<file path="src/rtl/ebr_pkg.sv">
`default_nettype none

package ebr_pkg;

    localparam int LEVEL_W = 10;
    localparam int TOTAL_W = 12;
    localparam int NUM_W   = 17;
    localparam int DIV_W   = 18;
    localparam int SHARE_W = 7;
    localparam int LIMIT_W = 7;
    localparam int LANES   = 4;
    localparam int SCALE   = 100;

    localparam int LANE_DELTA = 0;
    localparam int LANE_THETA = 1;
    localparam int LANE_ALPHA = 2;
    localparam int LANE_BETA  = 3;

    localparam logic [LIMIT_W-1:0] DELTA_LIMIT_RST = 7'd50;
    localparam logic [LIMIT_W-1:0] THETA_LIMIT_RST = 7'd40;
    localparam logic [LIMIT_W-1:0] ALPHA_LIMIT_RST = 7'd40;
    localparam logic [LIMIT_W-1:0] BETA_LIMIT_RST  = 7'd45;

    typedef enum logic [1:0] {
        CFG_DELTA_LIMIT = 2'd0,
        CFG_THETA_LIMIT = 2'd1,
        CFG_ALPHA_LIMIT = 2'd2,
        CFG_BETA_LIMIT  = 2'd3
    } cfg_idx_t;

    typedef enum logic [2:0] {
        MS_NO_SIGNAL  = 3'd0,
        MS_DEEP_SLEEP = 3'd1,
        MS_DROWSY     = 3'd2,
        MS_RELAXED    = 3'd3,
        MS_FOCUSED    = 3'd4
    } mind_state_t;

    typedef struct packed {
        logic [LIMIT_W-1:0] delta;
        logic [LIMIT_W-1:0] theta;
        logic [LIMIT_W-1:0] alpha;
        logic [LIMIT_W-1:0] beta;
    } limits_t;

    // One set of bands in flight through the divider: the running
    // remainders and the quotient bits found so far, one lane per band.
    typedef struct packed {
        logic [TOTAL_W-1:0]                total;
        logic [LANES-1:0][NUM_W-1:0]       rem;
        logic [LANES-1:0][SHARE_W-1:0]     quo;
    } ebr_div_t;

endpackage

`default_nettype wire

</file>
<file path="src/rtl/ebr_if.sv">
`default_nettype none

interface band_in_if;
    logic                        valid;
    logic                        ready;
    logic [ebr_pkg::LEVEL_W-1:0] delta_level;
    logic [ebr_pkg::LEVEL_W-1:0] theta_level;
    logic [ebr_pkg::LEVEL_W-1:0] alpha_level;
    logic [ebr_pkg::LEVEL_W-1:0] beta_level;

    modport source (output valid, output delta_level, output theta_level,
                    output alpha_level, output beta_level, input ready);
    modport sink   (input valid, input delta_level, input theta_level,
                    input alpha_level, input beta_level, output ready);
endinterface

interface share_out_if;
    logic                        valid;
    logic                        ready;
    logic [ebr_pkg::SHARE_W-1:0] delta_share;
    logic [ebr_pkg::SHARE_W-1:0] theta_share;
    logic [ebr_pkg::SHARE_W-1:0] alpha_share;
    logic [ebr_pkg::SHARE_W-1:0] beta_share;
    logic [2:0]                  mind_state;

    modport source (output valid, output delta_share, output theta_share,
                    output alpha_share, output beta_share, output mind_state,
                    input ready);
    modport sink   (input valid, input delta_share, input theta_share,
                    input alpha_share, input beta_share, input mind_state,
                    output ready);
endinterface

`default_nettype wire

</file>
<file path="src/rtl/eeg_band_ratio_classifier.sv">
// EEG band ratio classifier.
// A request on band_in carries four averaged band amplitudes (delta, theta,
// alpha, beta). For each request the block returns one request on share_out
// with each band's truncated percent of the sum and a mind state code chosen
// in priority order: deep sleep, drowsy, relaxed, focused, with relaxed as
// the fallback and no-signal when all bands are zero.
// Both channels use a valid/ready handshake; a request moves on a rising
// edge where valid and ready are both high.
// The four percent limits are written through cfg_we, cfg_index and
// cfg_data while no request is in flight; index 0 is delta, 3 is beta.
// From input to output, one stage forms the sum and the
// scaled amplitudes, seven stages each resolve one quotient bit of the four
// parallel restoring dividers, and one stage classifies and holds the result.
// Throughput is one request per cycle, set by the one-bit-per-stage divider,
// as long as the receiver takes results. When the receiver stalls, every
// stage holds its contents and ready backs up through the pipeline; a free
// stage still takes new data, so nothing is lost or repeated. Reset empties
// the pipeline and loads the default limits (50, 40, 40, 45 percent).
`default_nettype none

module eeg_band_ratio_classifier (
    input  wire logic                      clk,
    input  wire logic                      rst_n,
    band_in_if.sink                        band_in,
    share_out_if.source                    share_out,
    input  wire logic                      cfg_we,
    input  wire logic [1:0]                cfg_index,
    input  wire logic [ebr_pkg::LIMIT_W-1:0] cfg_data
);
    import ebr_pkg::*;

    limits_t  limits_reg;
    limits_t  limits_next;

    ebr_div_t div_data  [SHARE_W+1];
    logic     div_valid [SHARE_W+1];
    logic     div_ready [SHARE_W+1];

    // Limit registers; write only while the pipeline is empty (not enforced).
    always_comb
    begin
        limits_next = limits_reg;
        if (cfg_we)
        begin
            case (cfg_idx_t'(cfg_index))
                CFG_DELTA_LIMIT: limits_next.delta = cfg_data;
                CFG_THETA_LIMIT: limits_next.theta = cfg_data;
                CFG_ALPHA_LIMIT: limits_next.alpha = cfg_data;
                CFG_BETA_LIMIT:  limits_next.beta  = cfg_data;
                default:         limits_next = limits_reg;
            endcase
        end
    end

    always_ff @(posedge clk or negedge rst_n)
    begin
        if (!rst_n)
        begin
            limits_reg.delta <= DELTA_LIMIT_RST;
            limits_reg.theta <= THETA_LIMIT_RST;
            limits_reg.alpha <= ALPHA_LIMIT_RST;
            limits_reg.beta  <= BETA_LIMIT_RST;
        end
        else
        begin
            limits_reg <= limits_next;
        end
    end

    ebr_front u_front (
        .clk       (clk),
        .rst_n     (rst_n),
        .band_in   (band_in),
        .out_valid (div_valid[0]),
        .out_data  (div_data[0]),
        .out_ready (div_ready[0])
    );

    // Quotient bits are resolved from the most significant one down.
    for (genvar k = 0; k < SHARE_W; k++)
    begin : g_div
        ebr_div_stage #(
            .STEP (SHARE_W - 1 - k)
        ) u_stage (
            .clk       (clk),
            .rst_n     (rst_n),
            .in_valid  (div_valid[k]),
            .in_data   (div_data[k]),
            .in_ready  (div_ready[k]),
            .out_valid (div_valid[k+1]),
            .out_data  (div_data[k+1]),
            .out_ready (div_ready[k+1])
        );
    end

    ebr_classify u_classify (
        .clk       (clk),
        .rst_n     (rst_n),
        .in_valid  (div_valid[SHARE_W]),
        .in_data   (div_data[SHARE_W]),
        .in_ready  (div_ready[SHARE_W]),
        .limits    (limits_reg),
        .share_out (share_out)
    );

endmodule

`default_nettype wire

</file>
<file path="src/rtl/ebr_front.sv">
`default_nettype none

module ebr_front (
    input  wire logic          clk,
    input  wire logic          rst_n,
    band_in_if.sink            band_in,
    output logic               out_valid,
    output ebr_pkg::ebr_div_t  out_data,
    input  wire logic          out_ready
);
    import ebr_pkg::*;

    logic     valid_reg;
    logic     valid_next;
    ebr_div_t data_reg;
    ebr_div_t data_next;
    logic     take;

    assign band_in.ready = !valid_reg || out_ready;
    assign take          = band_in.valid && band_in.ready;
    assign valid_next    = take ? 1'b1 : (out_ready ? 1'b0 : valid_reg);

    // Sum the bands and scale each one by the percent factor.
    always_comb
    begin
        data_next.total = TOTAL_W'(band_in.delta_level) + TOTAL_W'(band_in.theta_level)
                        + TOTAL_W'(band_in.alpha_level) + TOTAL_W'(band_in.beta_level);
        data_next.rem[LANE_DELTA] = NUM_W'(band_in.delta_level) * NUM_W'(SCALE);
        data_next.rem[LANE_THETA] = NUM_W'(band_in.theta_level) * NUM_W'(SCALE);
        data_next.rem[LANE_ALPHA] = NUM_W'(band_in.alpha_level) * NUM_W'(SCALE);
        data_next.rem[LANE_BETA]  = NUM_W'(band_in.beta_level)  * NUM_W'(SCALE);
        data_next.quo = '0;
    end

    always_ff @(posedge clk or negedge rst_n)
    begin
        if (!rst_n)
        begin
            valid_reg <= 1'b0;
        end
        else
        begin
            valid_reg <= valid_next;
        end
    end

    always_ff @(posedge clk)
    begin
        if (take)
        begin
            data_reg <= data_next;
        end
    end

    assign out_valid = valid_reg;
    assign out_data  = data_reg;

endmodule

`default_nettype wire

</file>
<file path="src/rtl/ebr_div_stage.sv">
`default_nettype none

module ebr_div_stage #(
    parameter int STEP = 0
) (
    input  wire logic               clk,
    input  wire logic               rst_n,
    input  wire logic               in_valid,
    input  wire ebr_pkg::ebr_div_t  in_data,
    output logic                    in_ready,
    output logic                    out_valid,
    output ebr_pkg::ebr_div_t       out_data,
    input  wire logic               out_ready
);
    import ebr_pkg::*;

    logic     valid_reg;
    logic     valid_next;
    ebr_div_t data_reg;
    ebr_div_t data_next;
    logic     take;

    assign in_ready   = !valid_reg || out_ready;
    assign take       = in_valid && in_ready;
    assign valid_next = take ? 1'b1 : (out_ready ? 1'b0 : valid_reg);

    // One restoring step per lane: try to subtract total shifted by this
    // stage's quotient bit position.
    always_comb
    begin
        logic [DIV_W-1:0] trial;
        logic [DIV_W-1:0] rem_ext;
        logic             fits;
        data_next = in_data;
        trial     = DIV_W'(in_data.total) << STEP;
        for (int l = 0; l < LANES; l++)
        begin
            rem_ext = DIV_W'(in_data.rem[l]);
            fits    = rem_ext >= trial;
            if (fits)
            begin
                data_next.rem[l] = NUM_W'(rem_ext - trial);
            end
            data_next.quo[l][STEP] = fits;
        end
    end

    always_ff @(posedge clk or negedge rst_n)
    begin
        if (!rst_n)
        begin
            valid_reg <= 1'b0;
        end
        else
        begin
            valid_reg <= valid_next;
        end
    end

    always_ff @(posedge clk)
    begin
        if (take)
        begin
            data_reg <= data_next;
        end
    end

    assign out_valid = valid_reg;
    assign out_data  = data_reg;

endmodule

`default_nettype wire

</file>
<file path="src/rtl/ebr_classify.sv">
`default_nettype none

module ebr_classify (
    input  wire logic               clk,
    input  wire logic               rst_n,
    input  wire logic               in_valid,
    input  wire ebr_pkg::ebr_div_t  in_data,
    output logic                    in_ready,
    input  wire ebr_pkg::limits_t   limits,
    share_out_if.source             share_out
);
    import ebr_pkg::*;

    logic                              valid_reg;
    logic                              valid_next;
    logic [LANES-1:0][SHARE_W-1:0]     share_reg;
    logic [LANES-1:0][SHARE_W-1:0]     share_next;
    mind_state_t                       state_reg;
    mind_state_t                       state_next;
    logic                              take;
    logic                              zero_total;

    assign in_ready   = !valid_reg || share_out.ready;
    assign take       = in_valid && in_ready;
    assign valid_next = take ? 1'b1 : (share_out.ready ? 1'b0 : valid_reg);
    assign zero_total = in_data.total == '0;

    // A zero total makes every divider step succeed, so the shares are
    // forced to zero here; otherwise the bands are checked in priority order.
    always_comb
    begin
        share_next = zero_total ? '0 : in_data.quo;
        if (zero_total)
        begin
            state_next = MS_NO_SIGNAL;
        end
        else if (in_data.quo[LANE_DELTA] >= limits.delta)
        begin
            state_next = MS_DEEP_SLEEP;
        end
        else if (in_data.quo[LANE_THETA] >= limits.theta)
        begin
            state_next = MS_DROWSY;
        end
        else if (in_data.quo[LANE_ALPHA] >= limits.alpha)
        begin
            state_next = MS_RELAXED;
        end
        else if (in_data.quo[LANE_BETA] >= limits.beta)
        begin
            state_next = MS_FOCUSED;
        end
        else
        begin
            state_next = MS_RELAXED;
        end
    end

    always_ff @(posedge clk or negedge rst_n)
    begin
        if (!rst_n)
        begin
            valid_reg <= 1'b0;
        end
        else
        begin
            valid_reg <= valid_next;
        end
    end

    always_ff @(posedge clk)
    begin
        if (take)
        begin
            share_reg <= share_next;
            state_reg <= state_next;
        end
    end

    assign share_out.valid       = valid_reg;
    assign share_out.delta_share = share_reg[LANE_DELTA];
    assign share_out.theta_share = share_reg[LANE_THETA];
    assign share_out.alpha_share = share_reg[LANE_ALPHA];
    assign share_out.beta_share  = share_reg[LANE_BETA];
    assign share_out.mind_state  = state_reg;

endmodule

`default_nettype wire
</file>
<file path="src/flat_wrapper.sv">
// flat-port wrapper written by rule: the top's interface ports become plain ports
module eeg_band_ratio_classifier_flat import ebr_pkg::*;
  (clk, rst_n, cfg_we, cfg_index, cfg_data, band_in_valid, band_in_delta_level, band_in_theta_level, band_in_alpha_level, band_in_beta_level, band_in_ready, share_out_valid, share_out_delta_share, share_out_theta_share, share_out_alpha_share, share_out_beta_share, share_out_mind_state, share_out_ready);
  band_in_if band_in_i ();
  share_out_if share_out_i ();
  input  wire logic clk;
  input  wire logic rst_n;
  input  wire logic cfg_we;
  input  wire logic [1:0] cfg_index;
  input  wire logic [ebr_pkg::LIMIT_W-1:0] cfg_data;
  input wire logic [$bits(band_in_i.valid)-1:0] band_in_valid;
  input wire logic [$bits(band_in_i.delta_level)-1:0] band_in_delta_level;
  input wire logic [$bits(band_in_i.theta_level)-1:0] band_in_theta_level;
  input wire logic [$bits(band_in_i.alpha_level)-1:0] band_in_alpha_level;
  input wire logic [$bits(band_in_i.beta_level)-1:0] band_in_beta_level;
  output wire logic [$bits(band_in_i.ready)-1:0] band_in_ready;
  output wire logic [$bits(share_out_i.valid)-1:0] share_out_valid;
  output wire logic [$bits(share_out_i.delta_share)-1:0] share_out_delta_share;
  output wire logic [$bits(share_out_i.theta_share)-1:0] share_out_theta_share;
  output wire logic [$bits(share_out_i.alpha_share)-1:0] share_out_alpha_share;
  output wire logic [$bits(share_out_i.beta_share)-1:0] share_out_beta_share;
  output wire logic [$bits(share_out_i.mind_state)-1:0] share_out_mind_state;
  input wire logic [$bits(share_out_i.ready)-1:0] share_out_ready;
  assign band_in_i.valid = band_in_valid;
  assign band_in_i.delta_level = band_in_delta_level;
  assign band_in_i.theta_level = band_in_theta_level;
  assign band_in_i.alpha_level = band_in_alpha_level;
  assign band_in_i.beta_level = band_in_beta_level;
  assign band_in_ready = band_in_i.ready;
  assign share_out_valid = share_out_i.valid;
  assign share_out_delta_share = share_out_i.delta_share;
  assign share_out_theta_share = share_out_i.theta_share;
  assign share_out_alpha_share = share_out_i.alpha_share;
  assign share_out_beta_share = share_out_i.beta_share;
  assign share_out_mind_state = share_out_i.mind_state;
  assign share_out_i.ready = share_out_ready;
  eeg_band_ratio_classifier u_core (.clk(clk), .rst_n(rst_n), .band_in(band_in_i), .share_out(share_out_i), .cfg_we(cfg_we), .cfg_index(cfg_index), .cfg_data(cfg_data));
endmodule
</file>
<file path="config.mk">
export PLATFORM = sky130hd
export DESIGN_NAME = eeg_band_ratio_classifier_flat
export DESIGN_NICKNAME = d
export VERILOG_FILES = /design/src/rtl/ebr_pkg.sv /design/src/rtl/ebr_if.sv /design/src/rtl/eeg_band_ratio_classifier.sv /design/src/rtl/ebr_front.sv /design/src/rtl/ebr_div_stage.sv /design/src/rtl/ebr_classify.sv /design/src/flat_wrapper.sv
export SDC_FILE = /design/constraint.sdc
export NUM_CORES = 2
export LEC_CHECK = 0
export BUFFER_PORTS_ARGS = -buffer_cell sky130_fd_sc_hd__buf_2
export CORE_UTILIZATION = 50
export CTS_CLUSTER_DIAMETER = 150
export DETAILED_ROUTE_END_ITERATION = 8
export PLACE_DENSITY = 0.66
export SETUP_SLACK_MARGIN = 0.02
export SYNTH_ARGS = -nofsm -noshare
export SYNTH_HDL_FRONTEND = slang
export SYNTH_SLANG_ARGS = --single-unit
</file>
<file path="constraint.sdc">
create_clock -name clk -period 8.85 [get_ports clk]
set_input_delay 0.4425 -clock clk [delete_from_list [all_inputs] [get_ports clk]]
set_output_delay 0.4425 -clock clk [all_outputs]
set_load 0.01 [all_outputs]
</file>
* Yosys cells after proc, flatten, opt, wreduce, memory -nomap -nowiden *
Cells that the tools add are included.

cells by class
  multiplexer cells = 46
  add/subtract/negate cells = 27
  reduce and logical (&&, ||, !) cells = 44
  equality and inequality tests = 3
  magnitude comparators = 32
  multiply operators = 4

operator list
  kind                                                 number
  2-to-1 mux 17 bit                                    24
  subtractor 17 bit                                    8
  greater-or-equal comparator 17 x 18 -> 1 bit         4
  greater-or-equal comparator 17 x 12 -> 1 bit         4
  greater-or-equal comparator 17 x 13 -> 1 bit         4
  greater-or-equal comparator 17 x 14 -> 1 bit         4
  greater-or-equal comparator 17 x 15 -> 1 bit         4
  greater-or-equal comparator 17 x 16 -> 1 bit         4
  greater-or-equal comparator 17 bit                   4
  subtractor 17 x 13 -> 17 bit                         4
  subtractor 17 x 14 -> 17 bit                         4
  subtractor 17 x 15 -> 17 bit                         4
  subtractor 17 x 16 -> 17 bit                         4
  multiplier 10 x 5 -> 15 bit (second input constant)  4
  greater-or-equal comparator 7 bit                    4
  2-to-1 mux 1 bit                                     19
  nonzero test 2 bit                                   9
  adder 11 x 10 -> 12 bit                              1
  adder 12 x 10 -> 12 bit                              1
  zero test 12 bit                                     1
  adder 10 x 10 -> 11 bit                              1
  logical AND 1 bit                                    9
  zero test 1 bit                                      9
  logical OR 1 bit                                     9
  other kinds (8)                                      13

storage, ports and cells
  flip-flop bits (word level) = 744
  logic and storage cells = 244
  output and inout port bits = 33
  input bits = 54

* Depth between registers and ports, before layout *
  word-level depth = 12
  depth in mapped cells = 12
  gate-level depth less buffers = 12

* Modules after synthesis *
A second synthesis with hierarchy kept.

unflattened totals
  cell total of the unflattened synthesis = 4,640
  area, all modules = 54,736.2 sq um

modules (own cells, without submodules)
  module                                    cells each  area an instance (sq um)  sequential area each (sq um)  times used
  ebr_front                                 623         6,951.7                   2,187.1                       1
  ebr_div_stage at u_core.g_div[6].u_stage  631         6,885.4                   3,268.1                       1
  ebr_div_stage at u_core.g_div[4].u_stage  586         6,628.9                   3,268.1                       1
  ebr_div_stage at u_core.g_div[2].u_stage  544         6,476.2                   3,268.1                       1
  ebr_div_stage at u_core.g_div[5].u_stage  562         6,403.6                   3,268.1                       1
  ebr_div_stage at u_core.g_div[3].u_stage  522         6,251.0                   3,268.1                       1
  ebr_div_stage at u_core.g_div[1].u_stage  496         6,182.2                   3,268.1                       1
  ebr_div_stage at u_core.g_div[0].u_stage  451         5,977.0                   3,268.1                       1
  ebr_classify                              165         1,899.3                   955.9                         1
  eeg_band_ratio_classifier                 60          1,081.0                   714.4                         1

* Least setup slack after synthesis *
Ideal clock, no wire load.

  kind = reg-to-reg
  start point = register u_core.u_classify.valid_reg (netlist: u_core.u_classify.share_out.valid)
  end point = register u_core.g_div[2].u_stage.data_reg (netlist bit u_core.g_div[2].u_stage.out_data[100]), enable pin
  slack = 3.449 ns
  data arrival time = 4.864 ns
  clock period less this slack = 5.401 ns
  cell stages (with the launch flop) = 6
  setup time = 0.537 ns
  buffers on the path = 0
  required time = 8.313 ns
  path through = dfrtp_1 nor2b_1 and3_1 and3_1 and2_1 nor2b_1

between the ends
  word-level cells in the longest chain between the ends = 8

RTL lines
  what                              line                 text
  from (decl)                       ebr_classify.sv:14   logic valid_reg;
  from (signal assigned)            ebr_classify.sv:67   valid_reg <= valid_next;
  zero test 1 bit                   ebr_classify.sv:23   assign in_ready = !valid_reg || share_out.ready;
  logical OR 1 bit                  ebr_classify.sv:23
  logical OR 1 bit (5 in series)    ebr_div_stage.sv:23  assign in_ready = !valid_reg || out_ready;
  logical AND 1 bit                 ebr_div_stage.sv:24  assign take = in_valid && in_ready;
  net u_core.g_div[2].u_stage.take  ebr_div_stage.sv:21  logic take;
  to (signal assigned)              ebr_div_stage.sv:64  data_reg <= data_next;
  to (decl)                         ebr_div_stage.sv:19  ebr_div_t data_reg;

The timed path passes the listed nets, and every way through them passes these cells.
A chain may end at the register's enable or synchronous reset.

==> results.md <==
- Crit-path slowest cell: a21oi_1
- Worst-path clk slew: 0.06 ns
- DRC: 2
- Max-Cap Viols: 0
- Synthesis Warnings: 0
- Share of cells above drive strength 1: 0.1171
- Yosys cell types: 86
- Worst setup path category: register to register
- Predominant post-synthesis flop cell: edfxtp_1
- DP Worst Slack: 5.001 ns
- Relative slew margins: 0.2101
- Via count: 29390
- Final min period: 3.744 ns
- Synth top area share: 0.4423
- CTS H-tree depth: 3
- GRT Overall Usage: 0.2167
- Hold Fails Final Rpt: 0
- Setup TNS: 0 ns
- Max frequency: 267.1 MHz
- CP startpoint kind: register
- Syn avg cell area: 11.45 sq um
- First-pass GRT wire length: 154400 um
- CP dominant cell by count: a21oi_1
- Initial DRC Count: 1589
- Worst Path Required: 9.22 ns
- Period Utilization, post-route: 0.4231
- Antenna cells: 0
- Fill cells: 7462
- Status: complete, but fails checks
- CP endpoint kind: register
- Pwr dens: 402.9 nW/um^2
- Largest net degree at the start of global routing: 80
- Final setup viols: 0
- Core box area: 88780 sq um
- Vias in the first global route: 28520
- Worst Path Max Fanout: 13
- Ys async rst share: 0.05286
- Worst EP arrival: 4.11 ns
- Leak pwr: 20.21 nW
- Yosys top cell by area: edfxtp_1
- Row cnt: 109
- CTS tree: done
- # nets final: 4691
- Initial antenna violation count: 0
- Max Slew Vio Count: 0
- Critical Path, Cell by Cell: ha_1 > fa_1 > nor2b_1 > o31a_1 > o221ai_1 > a21oi_1 > nand4_1 > a21oi_1 > mux2_2
- Max reg flops: 560
- Mapped Nets: 4552
- Wire per inst: 18.56 um
- Final GP Congestion: 0.9241
- Area delta synth->final: 10.01%
- Antenna-violating nets left: 0
- CTS buffer count: 78
- Post-CTS setup buffers: 0
- Mapped Area: 45020 sq um
- Clk_lat worst skew: 0.63 ns
- DRT Pass-1 Iters: 9
- Hold buffer count at CTS: 2
- GR Overflow Total: 0
- Failing checks: design-rule violations
- I/O pin count: 87
- Chip width: 302.1 um
- Port bufs: 86
- Root Buffer: clkbuf_16
- Clock Skew: 0.02420 ns
- Die Span Y: 302.1 um
- CP peak stage delay: 0.94 ns
- Worst min-delay path class: input pin to register
- Sequential fraction of the synthesis area: 0.4631
- Maximum root-to-sink buffer count: 3
- Die ar.: 91230 sq um
- Top cells by count, synth: edfxtp_1 (663), ha_1 (504), inv_1 (367), a21oi_1 (256), nor2_1 (223)
- Mapped Cells: 3930
- Worst slew pin tran: 1.185 ns
- Most frequent cell after synthesis: edfxtp_1
- Initial Utilization: 0.5070
- DP HPWL: 77560 um
- Post-CTS sizing: 0
- RSZ-0062 raised after global routing: false
- #FFs+latches synth: 700
- Final WS setup: 5.106 ns
- Ranking of synthesized cells by area: edfxtp_1 (44%), ha_1 (14%), mux2_2 (4.0%)
- Post-synth EDFFs: 663
- Final WL: 98360 um
- # clock sinks: 700
- DR vias/cell: 5.547
- Highest ir drop seen on vdd: 0.1746 mV
-- placed cells by master (no fill, tap or decap), drive strengths merged, types with 37 or more instances in the layout --
cell type	count
mux2	184
nand2	192
nand3	70
nand2b	37
xor2	67
fa	64
o21ai	208
nor2	223
nand4	45
clkbuf	102
inv	370
a21oi	256
buf	106
nor3	87
o21a	68
nor4	38
edfxtp	663
a21o	81
ha	504
xnor2	168
mux2i	42
nor2b	77
and2	41
-- path summary, 6_finish.rpt --
kind	startpoint	end	slack, ns	cells past startpoint
min reg2reg	u_core.g_div[5].u_stage.out_data[17]	u_core.g_div[6].u_stage.out_data[17]	0.41	0
min in group asynchronous	rst_n	u_core.u_front.out_valid	0.47	2
max	u_core.g_div[0].u_stage.out_data[96]	u_core.g_div[1].u_stage.out_data[88]	5.11	9
min	band_in_beta_level[2]	u_core.u_front.out_data[83]	0.06	1
max in group asynchronous	rst_n	u_core.limits_reg[21]	7.80	2
max reg2reg	u_core.g_div[0].u_stage.out_data[96]	u_core.g_div[1].u_stage.out_data[88]	5.11	9
-- per-stage QoR --
step | instances | hold slack (ns) | util | total power, W | instance area, sq um
floorplan | 3930 | 0.1469 | - | 0.01425 | 45020
global placement | 5152 | 0.4015 | 0.5279 | 0.01646 | 46870
detailed placement | 5152 | 0.4045 | 0.5279 | 0.01658 | 46870
CTS | 5299 | 0.03129 | 0.5578 | 0.01998 | 49520
global route | 5299 | 0.03563 | 0.5578 | 0.02145 | 49520
finish | 5299 | 0.05873 | 0.5578 | 0.01995 | 49520
-- where the power goes --
group | total, W | switching, W | internal [W]
Combinational | 0.0102 | 0.00558 | 0.00460
Clock | 0.00329 | 0.00133 | 0.00197
Sequential | 0.00648 | 0.000792 | 0.00569
-- per-layer routing --
layer	vias to the layer above	track usage	wire, um
met5	-	0	0
met4	0	0.1047	5017
met3	214	0.02349	2740
met2	574	0.3746	47600
met1	13700	0.2710	43000
li1	14910	-	-
-- cell families after synthesis --
| family | after synthesis | share of synthesized area |
|---|---|---|
| buf+inv | 416 | 0.03580 |
| xor+xnor | 235 | 0.04572 |
| simple gates | 930 | 0.1066 |
| flops | 700 | 0.4631 |
| compound gates | 855 | 0.1228 |
| fa+ha+maj | 568 | 0.1685 |
| mux | 226 | 0.05737 |
-- layout make-up --
| class | count | area (sq um) | share of cell area |
|---|---|---|---|
| flip-flops and latches | 700 | 20850 | 0.4210 |
| inverters | 367 | 1378 | 0.02782 |
| repair buffers | 108 | 600.6 | 0.01213 |
| clock buffers | 102 | 2166 | 0.04374 |
| multi-input cells | 2814 | 22610 | 0.4565 |
| well taps | 1165 | 1458 | 0.02943 |
| clock inverters | 43 | 464.2 | 0.009374 |
-- worst max-delay path: cells and delay by family (launching register included) --
| kind | cells | cell delay [ns] |
|---|---|---|
| fa+ha+maj | 2 | 0.66 |
| flops | 1 | 0.47 |
| simple gates | 2 | 0.31 |
| compound gates | 4 | 1.61 |
| mux | 1 | 0.43 |
(Power assumes the default switching activity.)
